<file path="src/design/sefx_pkg.sv">
`default_nettype none

package sefx_pkg;

	localparam int SEFX_BUFFER_BYTES = 64;

	localparam logic [7:0] START_MARK = 8'h02;
	localparam logic [7:0] END_MARK   = 8'h03;

	localparam int LEN_W = 16;
	localparam int END_W = 17;
	localparam int PAY_W = 6;

	// First payload byte sits this far past the start marker.
	localparam int PAY_OFS = 6;

	localparam logic [1:0] MODE_APPEND = 2'd0;
	localparam logic [1:0] MODE_SCAN   = 2'd1;
	localparam logic [1:0] MODE_CLEAR  = 2'd2;

	typedef struct packed {
		logic [1:0] mode;
		logic [7:0] rx_byte;
	} rx_req_t;

	typedef struct packed {
		logic [15:0]      packet_number;
		logic [7:0]       command;
		logic [PAY_W-1:0] payload_length;
		logic             has_data;
		logic [7:0]       data_byte;
		logic             last;
	} frame_res_t;

	typedef enum logic [2:0] {
		RA_IDX,
		RA_PN_LO,
		RA_PN_HI,
		RA_CMD,
		RA_LEN_LO,
		RA_LEN_HI,
		RA_END,
		RA_DATA
	} rd_sel_t;

	typedef enum logic [2:0] {
		DROP_NONE,
		DROP_ALL,
		DROP_HEAD,
		DROP_PAST_HEAD,
		DROP_FRAME
	} drop_t;

	typedef struct packed {
		logic    append;
		drop_t   drop;
		logic    rd_en;
		rd_sel_t rd_sel;
		logic    idx_clr;
		logic    idx_inc;
		logic    len_lo_ld;
		logic    len_hi_ld;
		logic    pn_lo_ld;
		logic    pn_hi_ld;
		logic    cmd_ld;
		logic    k_clr;
		logic    k_inc;
		logic    out_ld;
	} sefx_cmd_t;

	typedef struct packed {
		logic idx_end;
		logic is_start;
		logic hdr_short;
		logic frame_short;
		logic is_end;
		logic out_taken;
		logic out_last;
	} sefx_stat_t;

endpackage

`default_nettype wire

</file>
<file path="src/design/sefx_if.sv">
`default_nettype none

interface sefx_rx_if import sefx_pkg::*; ();
	logic    valid;
	logic    ready;
	rx_req_t data;

	modport source (output valid, output data, input ready);
	modport sink (input valid, input data, output ready);
endinterface

interface sefx_frame_if import sefx_pkg::*; ();
	logic       valid;
	logic       ready;
	frame_res_t data;

	modport source (output valid, output data, input ready);
	modport sink (input valid, input data, output ready);
endinterface

`default_nettype wire

</file>
<file path="src/design/stx_etx_length_frame_extractor_unit.sv">
// channel | dir | payload                                              | handshake
// rx      | in  | mode, rx_byte                                        | valid/ready
// frames  | out | packet_number, command, payload_length, has_data,    | valid/ready
//         |     | data_byte, last                                      |
//
// One request at a time. A clear empties the store; otherwise the scan reads the bytes
// ahead of the start marker one by one, then the header and end marker, and each
// result waits out any stall on frames. The byte memory has a single read port, which
// serializes these reads. Reset empties the store at once, with no clearing pass.
`default_nettype none

module stx_etx_length_frame_extractor_unit import sefx_pkg::*; #(
	parameter int BUFFER_BYTES = SEFX_BUFFER_BYTES
) (
	input  logic          clk,
	input  logic          arst_n,
	sefx_rx_if.sink       rx,
	sefx_frame_if.source  frames
);

	sefx_cmd_t  cmd;
	sefx_stat_t stat;
	logic       in_ready;
	logic       out_valid;
	frame_res_t out_data;

	sefx_ctrl u_ctrl (
		.clk      (clk),
		.arst_n   (arst_n),
		.in_valid (rx.valid),
		.mode     (rx.data.mode),
		.in_ready (in_ready),
		.stat     (stat),
		.cmd      (cmd)
	);

	sefx_datapath #(
		.BUFFER_BYTES (BUFFER_BYTES)
	) u_datapath (
		.clk       (clk),
		.arst_n    (arst_n),
		.cmd       (cmd),
		.rx_byte   (rx.data.rx_byte),
		.out_ready (frames.ready),
		.out_valid (out_valid),
		.out_data  (out_data),
		.stat      (stat)
	);

	assign rx.ready     = in_ready;
	assign frames.valid = out_valid;
	assign frames.data  = out_data;

endmodule

`default_nettype wire

</file>
<file path="src/design/sefx_ctrl.sv">
`default_nettype none

module sefx_ctrl import sefx_pkg::*; (
	input  logic       clk,
	input  logic       arst_n,
	input  logic       in_valid,
	input  logic [1:0] mode,
	output logic       in_ready,
	input  sefx_stat_t stat,
	output sefx_cmd_t  cmd
);

	typedef enum logic [3:0] {
		S_IDLE,
		S_SCAN_RD,
		S_SCAN_CK,
		S_LEN_LO,
		S_LEN_HI,
		S_END_RD,
		S_END_CK,
		S_PN_LO,
		S_PN_HI,
		S_CMD,
		S_DATA_RD,
		S_DATA_LD,
		S_WAIT_OUT
	} state_t;

	state_t state_q, state_d;
	logic   in_ready_q;

	assign in_ready = in_ready_q;

	always_comb begin
		cmd     = '0;
		state_d = state_q;
		unique case (state_q)
			S_IDLE: begin
				if (in_valid && in_ready_q) begin
					case (mode)
						MODE_CLEAR: begin
							cmd.drop = DROP_ALL;
						end
						MODE_APPEND: begin
							cmd.append  = 1'b1;
							cmd.idx_clr = 1'b1;
							state_d     = S_SCAN_RD;
						end
						default: begin
							cmd.idx_clr = 1'b1;
							state_d     = S_SCAN_RD;
						end
					endcase
				end
			end
			S_SCAN_RD: begin
				if (stat.idx_end) begin
					cmd.drop = DROP_ALL;
					state_d  = S_IDLE;
				end else begin
					cmd.rd_en  = 1'b1;
					cmd.rd_sel = RA_IDX;
					state_d    = S_SCAN_CK;
				end
			end
			S_SCAN_CK: begin
				if (!stat.is_start) begin
					cmd.idx_inc = 1'b1;
					state_d     = S_SCAN_RD;
				end else if (stat.hdr_short) begin
					cmd.drop = DROP_HEAD;
					state_d  = S_IDLE;
				end else begin
					cmd.rd_en  = 1'b1;
					cmd.rd_sel = RA_LEN_LO;
					state_d    = S_LEN_LO;
				end
			end
			S_LEN_LO: begin
				cmd.len_lo_ld = 1'b1;
				cmd.rd_en     = 1'b1;
				cmd.rd_sel    = RA_LEN_HI;
				state_d       = S_LEN_HI;
			end
			S_LEN_HI: begin
				cmd.len_hi_ld = 1'b1;
				state_d       = S_END_RD;
			end
			S_END_RD: begin
				if (stat.frame_short) begin
					cmd.drop = DROP_HEAD;
					state_d  = S_IDLE;
				end else begin
					cmd.rd_en  = 1'b1;
					cmd.rd_sel = RA_END;
					state_d    = S_END_CK;
				end
			end
			S_END_CK: begin
				if (!stat.is_end) begin
					cmd.drop = DROP_PAST_HEAD;
					state_d  = S_IDLE;
				end else begin
					cmd.rd_en  = 1'b1;
					cmd.rd_sel = RA_PN_LO;
					state_d    = S_PN_LO;
				end
			end
			S_PN_LO: begin
				cmd.pn_lo_ld = 1'b1;
				cmd.rd_en    = 1'b1;
				cmd.rd_sel   = RA_PN_HI;
				state_d      = S_PN_HI;
			end
			S_PN_HI: begin
				cmd.pn_hi_ld = 1'b1;
				cmd.rd_en    = 1'b1;
				cmd.rd_sel   = RA_CMD;
				state_d      = S_CMD;
			end
			S_CMD: begin
				cmd.cmd_ld = 1'b1;
				cmd.k_clr  = 1'b1;
				state_d    = S_DATA_RD;
			end
			S_DATA_RD: begin
				cmd.rd_en  = 1'b1;
				cmd.rd_sel = RA_DATA;
				state_d    = S_DATA_LD;
			end
			S_DATA_LD: begin
				cmd.out_ld = 1'b1;
				state_d    = S_WAIT_OUT;
			end
			S_WAIT_OUT: begin
				if (stat.out_taken) begin
					if (stat.out_last) begin
						cmd.drop = DROP_FRAME;
						state_d  = S_IDLE;
					end else begin
						cmd.k_inc = 1'b1;
						state_d   = S_DATA_RD;
					end
				end
			end
			default: begin
				state_d = S_IDLE;
			end
		endcase
	end

	always_ff @(posedge clk or negedge arst_n) begin
		if (!arst_n) begin
			state_q    <= S_IDLE;
			in_ready_q <= 1'b1;
		end else begin
			state_q    <= state_d;
			in_ready_q <= (state_d == S_IDLE);
		end
	end

endmodule

`default_nettype wire

</file>
<file path="src/design/sefx_datapath.sv">
`default_nettype none

module sefx_datapath import sefx_pkg::*; #(
	parameter int BUFFER_BYTES = SEFX_BUFFER_BYTES
) (
	input  logic       clk,
	input  logic       arst_n,
	input  sefx_cmd_t  cmd,
	input  logic [7:0] rx_byte,
	input  logic       out_ready,
	output logic       out_valid,
	output frame_res_t out_data,
	output sefx_stat_t stat
);

	localparam int AW = $clog2(BUFFER_BYTES);
	localparam int CW = $clog2(BUFFER_BYTES + 1);
	localparam int OW = AW + 1;

	// circular store: logical entry 0 lives at base_q
	logic [7:0]       store_mem [BUFFER_BYTES];
	logic [AW-1:0]    base_q;
	logic [CW-1:0]    fill_q;
	logic [CW-1:0]    idx_q;
	logic [7:0]       rdata_q;
	logic [7:0]       len_lo_q;
	logic [LEN_W-1:0] len_q;
	logic [END_W-1:0] endpos_q;
	logic [15:0]      pn_q;
	logic [7:0]       cmd_q;
	logic [PAY_W-1:0] k_q;
	logic             out_valid_q;
	frame_res_t       out_q;

	logic [OW-1:0]    rd_off;
	logic [OW-1:0]    wr_off;
	logic [AW-1:0]    rd_addr;
	logic [AW-1:0]    wr_addr;
	logic [END_W-1:0] drop_n;
	logic             len_zero;
	logic             k_last;
	logic             out_taken;

	function automatic logic [AW-1:0] wrap(input logic [OW-1:0] s);
		return (s >= OW'(BUFFER_BYTES)) ? AW'(s - OW'(BUFFER_BYTES)) : AW'(s);
	endfunction

	always_comb begin
		case (cmd.rd_sel)
			RA_IDX:    rd_off = OW'(idx_q);
			RA_PN_LO:  rd_off = OW'(idx_q) + OW'(1);
			RA_PN_HI:  rd_off = OW'(idx_q) + OW'(2);
			RA_CMD:    rd_off = OW'(idx_q) + OW'(3);
			RA_LEN_LO: rd_off = OW'(idx_q) + OW'(4);
			RA_LEN_HI: rd_off = OW'(idx_q) + OW'(5);
			RA_END:    rd_off = endpos_q[OW-1:0];
			RA_DATA:   rd_off = OW'(idx_q) + OW'(PAY_OFS) + OW'(k_q);
			default:   rd_off = '0;
		endcase
	end

	assign wr_off  = (fill_q == CW'(BUFFER_BYTES)) ? '0 : OW'(fill_q);
	assign rd_addr = wrap(OW'(base_q) + rd_off);
	assign wr_addr = wrap(OW'(base_q) + wr_off);

	always_ff @(posedge clk) begin
		if (cmd.append) begin
			store_mem[wr_addr] <= rx_byte;
		end
		if (cmd.rd_en) begin
			rdata_q <= store_mem[rd_addr];
		end
	end

	always_comb begin
		unique case (cmd.drop)
			DROP_HEAD:      drop_n = END_W'(idx_q);
			DROP_PAST_HEAD: drop_n = END_W'(idx_q) + END_W'(1);
			DROP_FRAME:     drop_n = endpos_q + END_W'(1);
			default:        drop_n = '0;
		endcase
	end

	always_ff @(posedge clk or negedge arst_n) begin
		if (!arst_n) begin
			base_q <= '0;
			fill_q <= '0;
		end else if (cmd.append) begin
			fill_q <= (fill_q == CW'(BUFFER_BYTES)) ? CW'(1) : fill_q + CW'(1);
		end else if (cmd.drop == DROP_ALL) begin
			fill_q <= '0;
		end else if (cmd.drop != DROP_NONE) begin
			if (drop_n >= END_W'(fill_q)) begin
				fill_q <= '0;
			end else begin
				base_q <= wrap(OW'(base_q) + drop_n[OW-1:0]);
				fill_q <= fill_q - drop_n[CW-1:0];
			end
		end
	end

	always_ff @(posedge clk) begin
		if (cmd.idx_clr) begin
			idx_q <= '0;
		end else if (cmd.idx_inc) begin
			idx_q <= idx_q + CW'(1);
		end
		if (cmd.len_lo_ld) begin
			len_lo_q <= rdata_q;
		end
		if (cmd.len_hi_ld) begin
			len_q    <= {rdata_q, len_lo_q};
			endpos_q <= END_W'(idx_q) + END_W'(PAY_OFS) + END_W'({rdata_q, len_lo_q});
		end
		if (cmd.pn_lo_ld) begin
			pn_q[7:0] <= rdata_q;
		end
		if (cmd.pn_hi_ld) begin
			pn_q[15:8] <= rdata_q;
		end
		if (cmd.cmd_ld) begin
			cmd_q <= rdata_q;
		end
		if (cmd.k_clr) begin
			k_q <= '0;
		end else if (cmd.k_inc) begin
			k_q <= k_q + PAY_W'(1);
		end
	end

	assign len_zero  = (len_q == '0);
	assign k_last    = len_zero || (({1'b0, k_q} + 7'd1) == {1'b0, len_q[PAY_W-1:0]});
	assign out_taken = out_valid_q && out_ready;

	always_ff @(posedge clk or negedge arst_n) begin
		if (!arst_n) begin
			out_valid_q <= 1'b0;
		end else if (cmd.out_ld) begin
			out_valid_q <= 1'b1;
		end else if (out_taken) begin
			out_valid_q <= 1'b0;
		end
	end

	always_ff @(posedge clk) begin
		if (cmd.out_ld) begin
			out_q.packet_number  <= pn_q;
			out_q.command        <= cmd_q;
			out_q.payload_length <= len_q[PAY_W-1:0];
			out_q.has_data       <= !len_zero;
			out_q.data_byte      <= len_zero ? 8'h00 : rdata_q;
			out_q.last           <= k_last;
		end
	end

	assign out_valid = out_valid_q;
	assign out_data  = out_q;

	assign stat.idx_end     = (idx_q >= fill_q);
	assign stat.is_start    = (rdata_q == START_MARK);
	assign stat.hdr_short   = (END_W'(fill_q) <= END_W'(idx_q) + END_W'(PAY_OFS));
	assign stat.frame_short = (END_W'(fill_q) <= endpos_q);
	assign stat.is_end      = (rdata_q == END_MARK);
	assign stat.out_taken   = out_taken;
	assign stat.out_last    = out_q.last;

endmodule

`default_nettype wire
</file>
<file path="src/flat_wrapper.sv">
// flat-port wrapper written by rule: the top's interface ports become plain ports
module stx_etx_length_frame_extractor_unit_flat import sefx_pkg::*;
#(
	parameter int BUFFER_BYTES = SEFX_BUFFER_BYTES
)
  (clk, arst_n, rx_valid, rx_data, rx_ready, frames_valid, frames_data, frames_ready);
  sefx_rx_if rx_i ();
  sefx_frame_if frames_i ();
  input  logic clk;
  input  logic arst_n;
  input wire logic [$bits(rx_i.valid)-1:0] rx_valid;
  input wire logic [$bits(rx_i.data)-1:0] rx_data;
  output wire logic [$bits(rx_i.ready)-1:0] rx_ready;
  output wire logic [$bits(frames_i.valid)-1:0] frames_valid;
  output wire logic [$bits(frames_i.data)-1:0] frames_data;
  input wire logic [$bits(frames_i.ready)-1:0] frames_ready;
  assign rx_i.valid = rx_valid;
  assign rx_i.data = rx_data;
  assign rx_ready = rx_i.ready;
  assign frames_valid = frames_i.valid;
  assign frames_data = frames_i.data;
  assign frames_i.ready = frames_ready;
  stx_etx_length_frame_extractor_unit #(.BUFFER_BYTES(BUFFER_BYTES)) u_core (.clk(clk), .arst_n(arst_n), .rx(rx_i), .frames(frames_i));
endmodule
</file>
<file path="config.mk">
export PLATFORM = sky130hd
export DESIGN_NAME = stx_etx_length_frame_extractor_unit_flat
export DESIGN_NICKNAME = d
export VERILOG_FILES = /design/src/design/sefx_pkg.sv /design/src/design/sefx_if.sv /design/src/design/stx_etx_length_frame_extractor_unit.sv /design/src/design/sefx_ctrl.sv /design/src/design/sefx_datapath.sv /design/src/flat_wrapper.sv
export SDC_FILE = /design/constraint.sdc
export NUM_CORES = 1
export LEC_CHECK = 0
export BUFFER_PORTS_ARGS = -buffer_cell sky130_fd_sc_hd__buf_2
export CAP_MARGIN = 40
export CORE_ASPECT_RATIO = 2
export CORE_MARGIN = 1
export CORE_UTILIZATION = 58
export DETAILED_ROUTE_END_ITERATION = 7
export PLACE_DENSITY = 0.75
export SLEW_MARGIN = 20
export SYNTH_ARGS = -nofsm -noshare
export SYNTH_HDL_FRONTEND = slang
export SYNTH_HIERARCHICAL = 1
export SYNTH_SLANG_ARGS = --single-unit
</file>
<file path="constraint.sdc">
create_clock -name clk -period 7.8 [get_ports clk]
set_input_delay 0.39 -clock clk [delete_from_list [all_inputs] [get_ports clk]]
set_output_delay 0.39 -clock clk [all_outputs]
set_load 0.03 [all_outputs]
</file>
# Yosys cells after proc, flatten, opt, wreduce, memory -nomap -nowiden
# Memory sizes are Yosys's and may differ from the RTL's. A register that Yosys moved wholly into a read port is not among the register bits.
# Index checks and enable logic that the tools add are counted.
totals:
  reg_bits: 137
  ramBits: 512
  in_bits: 14
  output_inout_bits: 42
  word_cells: 148
  mem_count: 1
memory_table:
  columns: ["name", "words", "width", "read_ports", "rd_ports_with_merged_regs", "write_ports", "line", "text"]
  rows:
  - ["u_core.u_datapath.store_mem", 64, 8, 1, 1, 1, "sefx_datapath.sv:21", "logic [7:0] store_mem [BUFFER_BYTES];"]
op_classes:
  addsub: 21
  magnitude_cmp: 7
  n_eq_ne: 28
  n_mux: 56
  bitwise: 3
  n_reduce_logical: 13
ops:
  columns: ["operator", "count"]
  rows:
  - ["case mux 7 bit (8 select lines)", 1]
  - ["case mux 4 bit (13 select lines)", 1]
  - ["case mux 17 bit (3 select lines)", 1]
  - ["2-to-1 mux 7 bit", 6]
  - ["2-to-1 mux 4 bit", 10]
  - ["case mux 4 bit (8 select lines)", 1]
  - ["2-to-1 mux 6 bit", 4]
  - ["adder 6 x 7 -> 7 bit", 3]
  - ["adder 7 x 3 -> 7 bit (second input constant)", 3]
  - ["greater-or-equal comparator 7 bit (second input constant)", 3]
  - ["2-to-1 mux 1 bit", 21]
  - ["equality test 4 bit (second input constant)", 5]
  - ["case mux 3 bit (6 select lines)", 1]
  - ["subtractor 6 x 1 -> 6 bit (second input constant)", 3]
  - ["adder 17 x 1 -> 17 bit (second input constant)", 1]
  - ["adder 17 x 16 -> 17 bit", 1]
  - ["greater-or-equal comparator 17 x 7 -> 1 bit", 1]
  - ["less-or-equal comparator 7 x 17 -> 1 bit", 1]
  - ["equality test 4 x 3 -> 1 bit (second input constant)", 4]
  - ["equality test 8 x 2 -> 1 bit (second input constant)", 2]
  - ["logical NOT 16 bit", 1]
  - ["equality test 3 bit (second input constant)", 5]
  - ["adder 7 x 1 -> 7 bit (second input constant)", 2]
  - ["adder 7 x 2 -> 7 bit (second input constant)", 2]
  - ["27 further kinds", 45]

# Longest topological paths before layout
# Gate-level depths: netlist of the first run.
depth:
  depth_word: 12
  depth_mapped: 33
  depth_no_buf: 30

# Cells and area by module
# Netlist of the first run, hierarchy kept.
modules_own_cells:
  columns: ["mod", "instances", "cells_each", "area_each_um2", "seq_area_each_um2"]
  rows:
  - ["sefx_datapath", 1, 1553, 28010.6, 19378.6]
  - ["sefx_ctrl", 1, 90, 674.4, 126.4]

# Least setup slack after synthesis of the first run
# OpenSTA, ideal clock, no wires.
synth_path:
  path_kind: "flip-flop to flip-flop"
  from: "register u_core.u_datapath.idx_q[1]"
  to: "register u_core.u_datapath.rdata_q[5] (read register of u_core.u_datapath.store_mem), data pin"
  setup_time_ps: 288
  arrival_time_ps: 5971
  required_time_ps: 7512
  slack_ps: 1541
  stages_incl_launch_ff: 30
  n_path_buf: 3
  synth_period_minus_slack_ps: 6259
  cell_sequence: "dfxtp_1 clkbuf_1 inv_1 ha_1 xnor2_1 inv_1 ha_1 nor2b_1 o21ai_0 nand2b_1 a21oi_1 nor2b_1 o21ai_0 nor2b_1 o21ai_0 o21ai_0 buf_2 nand2_1 inv_1 ha_1 xor2_1 mux4_2 nand2_1 o31ai_1 ha_1 xnor2_1 clkbuf_1 mux4_2 mux2i_1 mux2i_1"
synth_lines:
  columns: ["item", "line", "text"]
  rows:
  - ["from (decl)", "sefx_datapath.sv:24", "logic [CW-1:0] idx_q;"]
  - ["from (signal assigned)", "sefx_datapath.sv:106", "idx_q <= idx_q + CW'(1);"]
  - ["to (decl)", "sefx_datapath.sv:25", "logic [7:0] rdata_q;"]

==> results of run 1 <==
## layout make-up
type | count | share of cell area, %
sequential | 657 | 61.0
multi-input combinational | 862 | 27.2
clock buffer | 66 | 4.40
timing repair buffer | 129 | 3.11
tap | 638 | 2.50
clock inverter | 34 | 1.09
inverter | 57 | 0.669
## state kept, by name, summed over array words and instances (netlist names)
signal and flops:
u_core/u_datapath/out_data 40, u_core/u_datapath/fill_q 7, u_core/u_datapath/rdata_q 8, u_core/u_datapath/endpos_q 17
u_core/u_datapath/k_q 6, u_core/u_datapath/len_q 16, u_core/u_datapath/cmd_q 8, u_core/u_ctrl/in_ready 1
u_core/u_datapath/len_lo_q 8, u_core/u_datapath/store_mem 512, u_core/u_datapath/base_q 6, u_core/u_datapath/pn_q 16
u_core/u_datapath/idx_q 7, u_core/u_ctrl/state_q 4, u_core/u_datapath/out_valid 1
## routing by layer
metal	wire length (microns)	global-route usage [%]	part of all wire, %
met5	14	0	0.021
met4	5370	19.7	7.9
met1	21900	28.6	32
met2	37500	52.4	55
met3	3160	3.53	4.7
## synth_stat cells, types with 15 or more instances
| library cell | number | area, sq um |
|---|---|---|
| nand3_1 | 22 | 110 |
| ha_1 | 78 | 976 |
| xor2_1 | 29 | 254 |
| and2_1 | 15 | 93.8 |
| nand2_1 | 61 | 229 |
| inv_1 | 55 | 206 |
| clkbuf_1 | 34 | 128 |
| nor2_1 | 130 | 488 |
| a21o_1 | 23 | 173 |
| mux2i_1 | 29 | 290 |
| dfrtp_1 | 18 | 450 |
| xnor2_1 | 51 | 447 |
| o21ai_0 | 26 | 130 |
| edfxtp_1 | 625 | 18800 |
| mux4_2 | 161 | 3630 |
| buf_2 | 24 | 120 |
| a21oi_1 | 46 | 230 |
## power breakdown
group / switching, mW / internal [mW]
clock network: 1.22 / 1.49
logic: 3.62 / 3.26
registers: 0.211 / 4.15
## per-stage QoR
step | instances | hold slack [ps] | power (mW) | util, %
6_report | 2443 | 81.6 | 14.0 | 65.7
3_3_place_gp | 2309 | 404 | 11.1 | 61.3
2_1_floorplan | 1643 | 94.4 | 9.05 | -
3_5_place_dp | 2321 | 405 | 11.2 | 61.7
4_1_cts | 2422 | 59.4 | 13.9 | 65.3
5_1_grt | 2443 | 88.0 | 14.5 | 65.7
## cell families after synthesis
family / count (synthesis) / share of synthesized area (%)
buf+inv: 124 / 1.92
xor+xnor: 81 / 2.54
mux: 191 / 13.7
flops: 657 / 68.0
compound gates: 174 / 4.18
simple gates: 331 / 5.76
fa+ha+maj: 85 / 3.89
## cell usage in the layout, fill, tap and decap left out, types with 8 or more instances in the layout
master     synthesis  routed
nor3_1            14      13
nor2_1           130     129
and2_1            15      15
o21ai_0           26      25
clkbuf_1          34      11
nand2_1           61      61
edfxtp_1         625     625
nand2b_1          13      13
dfxtp_1           13      13
nor2b_1           12      12
nor4_1             8       8
xor2_1            29      29
mux4_2           161     161
clkinv_1           0      11
mux2i_1           29      25
clkbuf_16          0      54
dfrtp_1           18      18
a21o_1            23      23
ha_1              78      77
a21oi_1           46      46
buf_12             0      12
inv_1             55      55
and3_1            10      10
xnor2_1           51      48
buf_4              3      58
nand3_1           22      22
clkinv_2           0      10
nand4_1           13      13
buf_2             24      55
## critical path: stages, from the launching register on
cell	delay (ps)
dfxtp_1	490
inv_1	230
ha_1	280
xnor2_1	280
inv_1	90
ha_1	290
nor2b_1	130
o21ai_0	140
nand2b_1	80
a21oi_1	160
nor2b_1	70
o21ai_1	290
nor2b_1	80
o21ai_0	130
o21ai_0	240
buf_4	280
inv_2	170
nand2_1	230
o22ai_1	220
a31o_2	120
a21oi_1	130
fa_4	870
buf_12	390
mux4_2	470
mux4_2	540
mux2i_1	410
mux2i_1	150
## worst max path at each step
stage                                          start                      endpoint  slack, ps
after floorplan           u_core/u_datapath/idx_q[1]  u_core/u_datapath/rdata_q[5]       1540
after global placement    u_core/u_datapath/idx_q[2]  u_core/u_datapath/rdata_q[1]         90
after detailed placement  u_core/u_datapath/idx_q[2]  u_core/u_datapath/rdata_q[7]        220
after CTS                 u_core/u_datapath/idx_q[2]  u_core/u_datapath/rdata_q[7]        210
after global routing      u_core/u_datapath/idx_q[2]  u_core/u_datapath/rdata_q[5]         10
final                     u_core/u_datapath/idx_q[2]  u_core/u_datapath/rdata_q[0]        490
## timing repair
item / CTS / global route
hold buffers: 1 / 0
endpoints found under the setup margin: 0 / 8
setup buffers: 0 / 4
gates resized for setup: 0 / 6
hold endpoints to repair: 18 / 0
==> flow_metrics.tcl, run 1 <==
set metrics [dict create \
    ys_types 80 \
    wire_per_inst_microns 27.8 \
    overflow 0 \
    coreArea_sq_mm 0.0486 \
    power_density_mw_per_mm2 437 \
    hp-class "input port to register" \
    worstSetupPathType "register to register" \
    drv_cap 0 \
    ys_seq_elements 657 \
    clock_latency_ps 610 \
    final_hold_viol_count 0 \
    p_leak_nw 10.8 \
    fin_worst_skew_ps 26.2 \
    hold_depth 3 \
    final_area_sq_mm 0.0320 \
    cts_tree "yes" \
    port_buffers 55 \
    pre_cts_ws_ps 217 \
    reg2reg_slack_ps 490 \
    fillers 3254 \
    async_reset_ff_share_pct 2.89 \
    insertedDiodeCount 0 \
    final.min_clock_period_ps 7310 \
    dp_hpwl_mm 46.9 \
    gp_congestion 0.955 \
    relSlewSlack_pct 38.0 \
    wirelength_mm 67.9 \
    drt_first_pass_iters 5 \
    cts.clk_slew.worst_paths_ps 70 \
    drive_gt1_share_pct 22.5 \
    syn_nets 1742 \
    yosys_most_used_dff "edfxtp_1" \
    area_growth_pct 11.4 \
    clock.fmax_mhz 137 \
    worst_ep_required_time_ps 8130 \
    drc 0 \
    syn_area_per_cell_sq_um 17.5 \
    grt_pass1_vias 16100 \
    worstHoldStart "frames_ready" \
    post-route-period-util_pct 93.7 \
    numCtsBuffers 53 \
    status "finished, final reports clean" \
    r2r_end "u_core/u_datapath/rdata_q[0]" \
    antenna_found_initial 1 \
    synth_seq_area_share_pct 68.0 \
    clockBufferDepth 3 \
    rsz0062_at_grt "false" \
    finalMaxSlewViolations 0 \
    nets 1859 \
    peakVddDrop_mv 0.419 \
    fp.dieH_microns 317 \
    setup_ws_ps 492 \
    postRouteAntennaNets 0 \
    die_w_microns 159 \
    synth_edf_count 625 \
    start_util_pct 59.0 \
    rows 114 \
    setup_tns_ps 0 \
    htree_levels 2 \
    seqCellArea_sq_mm 0.0195 \
    rr_worst_depth 26 \
    grt_max_degree 87 \
    synth_cells 1643 \
    cp.arrival_ps 7640 \
    ios 56 \
    crit_fanout 86 \
    num_vias 15400 \
    dieArea_sq_mm 0.0504 \
    via_per_inst 6.32 \
    tightest_slew_ps 927 \
    track_usage_pct 27.9 \
    drtIter0Drc 1266 \
    setup_violations 0 \
    cp-start-kind "register" \
    cp-end-kind "register" \
    min_to "u_core/u_datapath/out_valid" \
    clockRootBuffer "clkbuf_16" \
    dpl_cell_area_sq_mm 0.0300 \
    ys_warn_count 6 \
    multi_input_area_sq_mm 0.00870 \
    syn_area_sq_mm 0.0287 \
    r2r-start "u_core/u_datapath/idx_q[2]" \
    clock-sinks 657 \
    grt_pass1_wl_mm 102 \
]
(Power assumes the default switching activity.)
==> inputs of run 2 (changes only) <==
ABC_AREA = 1   (was unset)
PLACE_DENSITY = 0.73   (was 0.75)
==> run 2 against run 1 <==
Against the previous run: synthesized cell count is 60% higher; cell count grew 38%; register-to-register slack better by 530 ps.
==> flow_metrics.tcl, run 2 <==
set metrics [dict create \
    status "finished, final reports clean" \
    pwr-share-seq_pct 34.9 \
    drtIter0Drc 2016 \
    coreArea_sq_mm 0.0502 \
    synth_most_common_cell "edfxtp_1" \
    synth_top_family_by_area "simple AND/OR/NAND/NOR gates" \
    post-route-period-util_pct 86.9 \
    fin_hold_ws_ps 108 \
    fin_worst_skew_ps 28.7 \
    final_cell_mix "edfxtp_1 (625), nor2_1 (441), nand2_1 (348)" \
    cp-end-kind "register" \
    ios 56 \
    postRouteAntennaNets 0 \
    synth-xor-area-share_pct 1.60 \
    fin_util_pct 64.1 \
    power_density_mw_per_mm2 381 \
    seqCellArea_sq_mm 0.0195 \
    drive_gt1_share_pct 8.69 \
    synth_area_leaders "edfxtp_1 (63%), nor2_1 (5.6%), o21ai_0 (5.1%)" \
    fp.dieH_microns 321 \
    tightest_slew_ps 847 \
    ys_seq_elements 657 \
    via_per_inst 6.13 \
    area_growth_pct 8.88 \
    multi_input_area_sq_mm 0.00897 \
    htree_levels 2 \
    grt_pass1_wl_mm 118 \
    synth_commonest_cells "edfxtp_1 (625), nor2_1 (442), nand2_1 (348), o21ai_0 (300), nand3_1 (156)" \
    fillers 3888 \
    numCtsBuffers 53 \
    cp_top_family "adder cells" \
    synth_cells 2636 \
    cts.clk_slew.worst_paths_ps 70 \
    syn_area_sq_mm 0.0296 \
    rsz0062_at_grt "false" \
    cts_tree "yes" \
    synth_fa_ha_area_share_pct 3.78 \
    drv_cap 0 \
    final_hold_viol_count 0 \
    synth_simple_gate_area_share_pct 15.0 \
    hp-class "input port to register" \
    syn_area_per_cell_sq_um 11.2 \
    final_common_cell "edfxtp_1" \
    dieArea_sq_mm 0.0519 \
    crit_fanout 166 \
    ys_types 58 \
    cp-start-kind "register" \
    postCtsSetupBuffers 0 \
    p_leak_nw 11.7 \
    synth_edf_count 625 \
    syn_nets 2735 \
    slowest_stage "fa_4" \
    p_switching_mw 5.25 \
    drc 0 \
    clockRootBuffer "clkbuf_16" \
    p_clk_share_pct 20.5 \
    cp.arrival_ps 7250 \
    finalMaxSlewViolations 0 \
    antenna_found_initial 0 \
    async_reset_ff_share_pct 2.89 \
    muxShareOfSynthArea_pct 0 \
    rr_worst_depth 27 \
    num_vias 20600 \
    wire_per_inst_microns 23.4 \
    regMostFlops "u_core/u_datapath/store_mem" \
    worst_ep_required_time_ps 8270 \
    p_int_mw 7.01 \
    grt_max_degree 167 \
    clock_latency_ps 610 \
    cp.buffers_inverters 4 \
    nets 2775 \
    start_util_pct 58.9 \
    synth.largest_area_cell "edfxtp_1" \
    clock-sinks 657 \
    synth-compound-area-share_pct 9.84 \
    cts_hold_buffers 1 \
    drt_first_pass_iters 5 \
    largest_reg_flops 512 \
    port_buffers 55 \
    clock.fmax_mhz 148 \
    yosys_most_used_dff "edfxtp_1" \
    track_usage_pct 30.8 \
    relSlewSlack_pct 43.4 \
    rows 116 \
    peakVddDrop_mv 0.336 \
    synth_top_area_share_pct 63.5 \
    insertedDiodeCount 0 \
    hold_depth 3 \
    gp_congestion 1.00 \
    clockBufferDepth 3 \
    switching_share_pct 42.8 \
    critical_path.max_stage_delay_ps 880 \
    setup_violations 0 \
    overflow 0 \
    cp.depth 27 \
    comb_power_share_pct 44.5 \
    wirelength_mm 78.7 \
    final.min_clock_period_ps 6770 \
    die_w_microns 162 \
    dp_hpwl_mm 52.4 \
    crit_top_cell "nand2_1" \
    setup_tns_ps 0 \
    ys_warn_count 6 \
    synth_seq_area_share_pct 66.0 \
    worstSetupPathType "register to register" \
    cts-resized-gates 0 \
    grt_pass1_vias 20800 \
]
## run 2: cell types whose count changed in the layout (fill, tap and decap cells not counted), moves of 19 or more
cell / change
nand3_1: +134
a21o_1: -21
inv_1: +83
o21ai_0: +275
nand4_1: +19
xnor2_1: -40
nand2_1: +287
o22ai_1: +72
nor2_1: +312
mux4_2: -161
o21ai_1: +21
mux2i_1: -25
## run 2: area by class of cell
| class | count | share of cell area, % |
|---|---|---|
| Tap cell | 649 | 2.52 |
| Timing Repair Buffer | 103 | 2.23 |
| Clock inverter | 31 | 0.568 |
| Inverter | 152 | 1.79 |
| Clock buffer | 65 | 4.42 |
| Multi-Input combinational cell | 1709 | 27.9 |
| Sequential cell | 657 | 60.6 |
## run 2: path summary, 6_finish.rpt
check / startpoint / to / slack (ps)
max: u_core/u_datapath/idx_q[3] / u_core/u_datapath/rdata_q[4] / 1030
min: frames_ready / u_core/u_datapath/out_valid / 110
max reg2reg: u_core/u_datapath/idx_q[3] / u_core/u_datapath/rdata_q[4] / 1030
min reg2reg: u_core/u_datapath/pn_q[4] / u_core/u_datapath/out_data[28] / 420
max in group asynchronous: arst_n / u_core/u_ctrl/state_q[2] / 7030
min in group asynchronous: arst_n / u_core/u_datapath/fill_q[3] / 330
## run 2: stage by stage
step                instances  area, sq um  setup slack, ps  power, mW
CTS                      3360        32100             1140       12.2
detailed placement       3263        30500             1170       9.68
floorplan                2636        29600             2550       7.83
finish                   3366        32200             1030       12.3
global placement         3261        30500             1230       9.57
global route             3366        32200              623       12.9
## run 2: power groups by stage
| stage | logic, mW | registers, mW | clock network, mW |
|---|---|---|---|
| floorplan | 3.56 | 4.27 | 0 |
| global placement | 5.21 | 4.35 | 0 |
| detailed placement | 5.32 | 4.36 | 0 |
| CTS | 5.34 | 4.28 | 2.55 |
| global route | 5.92 | 4.29 | 2.67 |
| finish | 5.46 | 4.28 | 2.52 |
## run 2: logic make-up after synthesis
kind of cell	Yosys count
and+or+nand+nor	1045
DFF	657
AOI/OAI and AO/OA	526
buffers and inverters	270
adders and majority gates	85
xor gates and xnor gates	53
## run 2: worst register-to-register path, stage by stage (launching register included)
cell	delay (ps)
dfxtp_1	640
ha_1	300
inv_1	80
nand2_1	100
xor2_1	240
inv_1	70
ha_1	270
nand2_1	70
o21ai_0	160
a21oi_1	70
or3_1	330
inv_1	70
nand4_1	110
nand4_1	280
nand3_1	260
fa_1	480
nand2_1	80
o211ai_1	160
fa_4	880
buf_12	530
o21ai_0	460
o22ai_1	260
nand2_1	70
nand3_1	140
nand3_1	220
o21ai_1	170
nand2_1	70
nand2_1	60
## run 2: metal layers
metal / routed length (microns) / up-vias / global-route usage [%]
met3: 4400 / 316 / 3.58
li1: - / 9432 / -
met2: 42500 / 950 / 58.0
met5: 0 / - / 0
met1: 25400 / 9951 / 30.5
met4: 6360 / 0 / 22.8
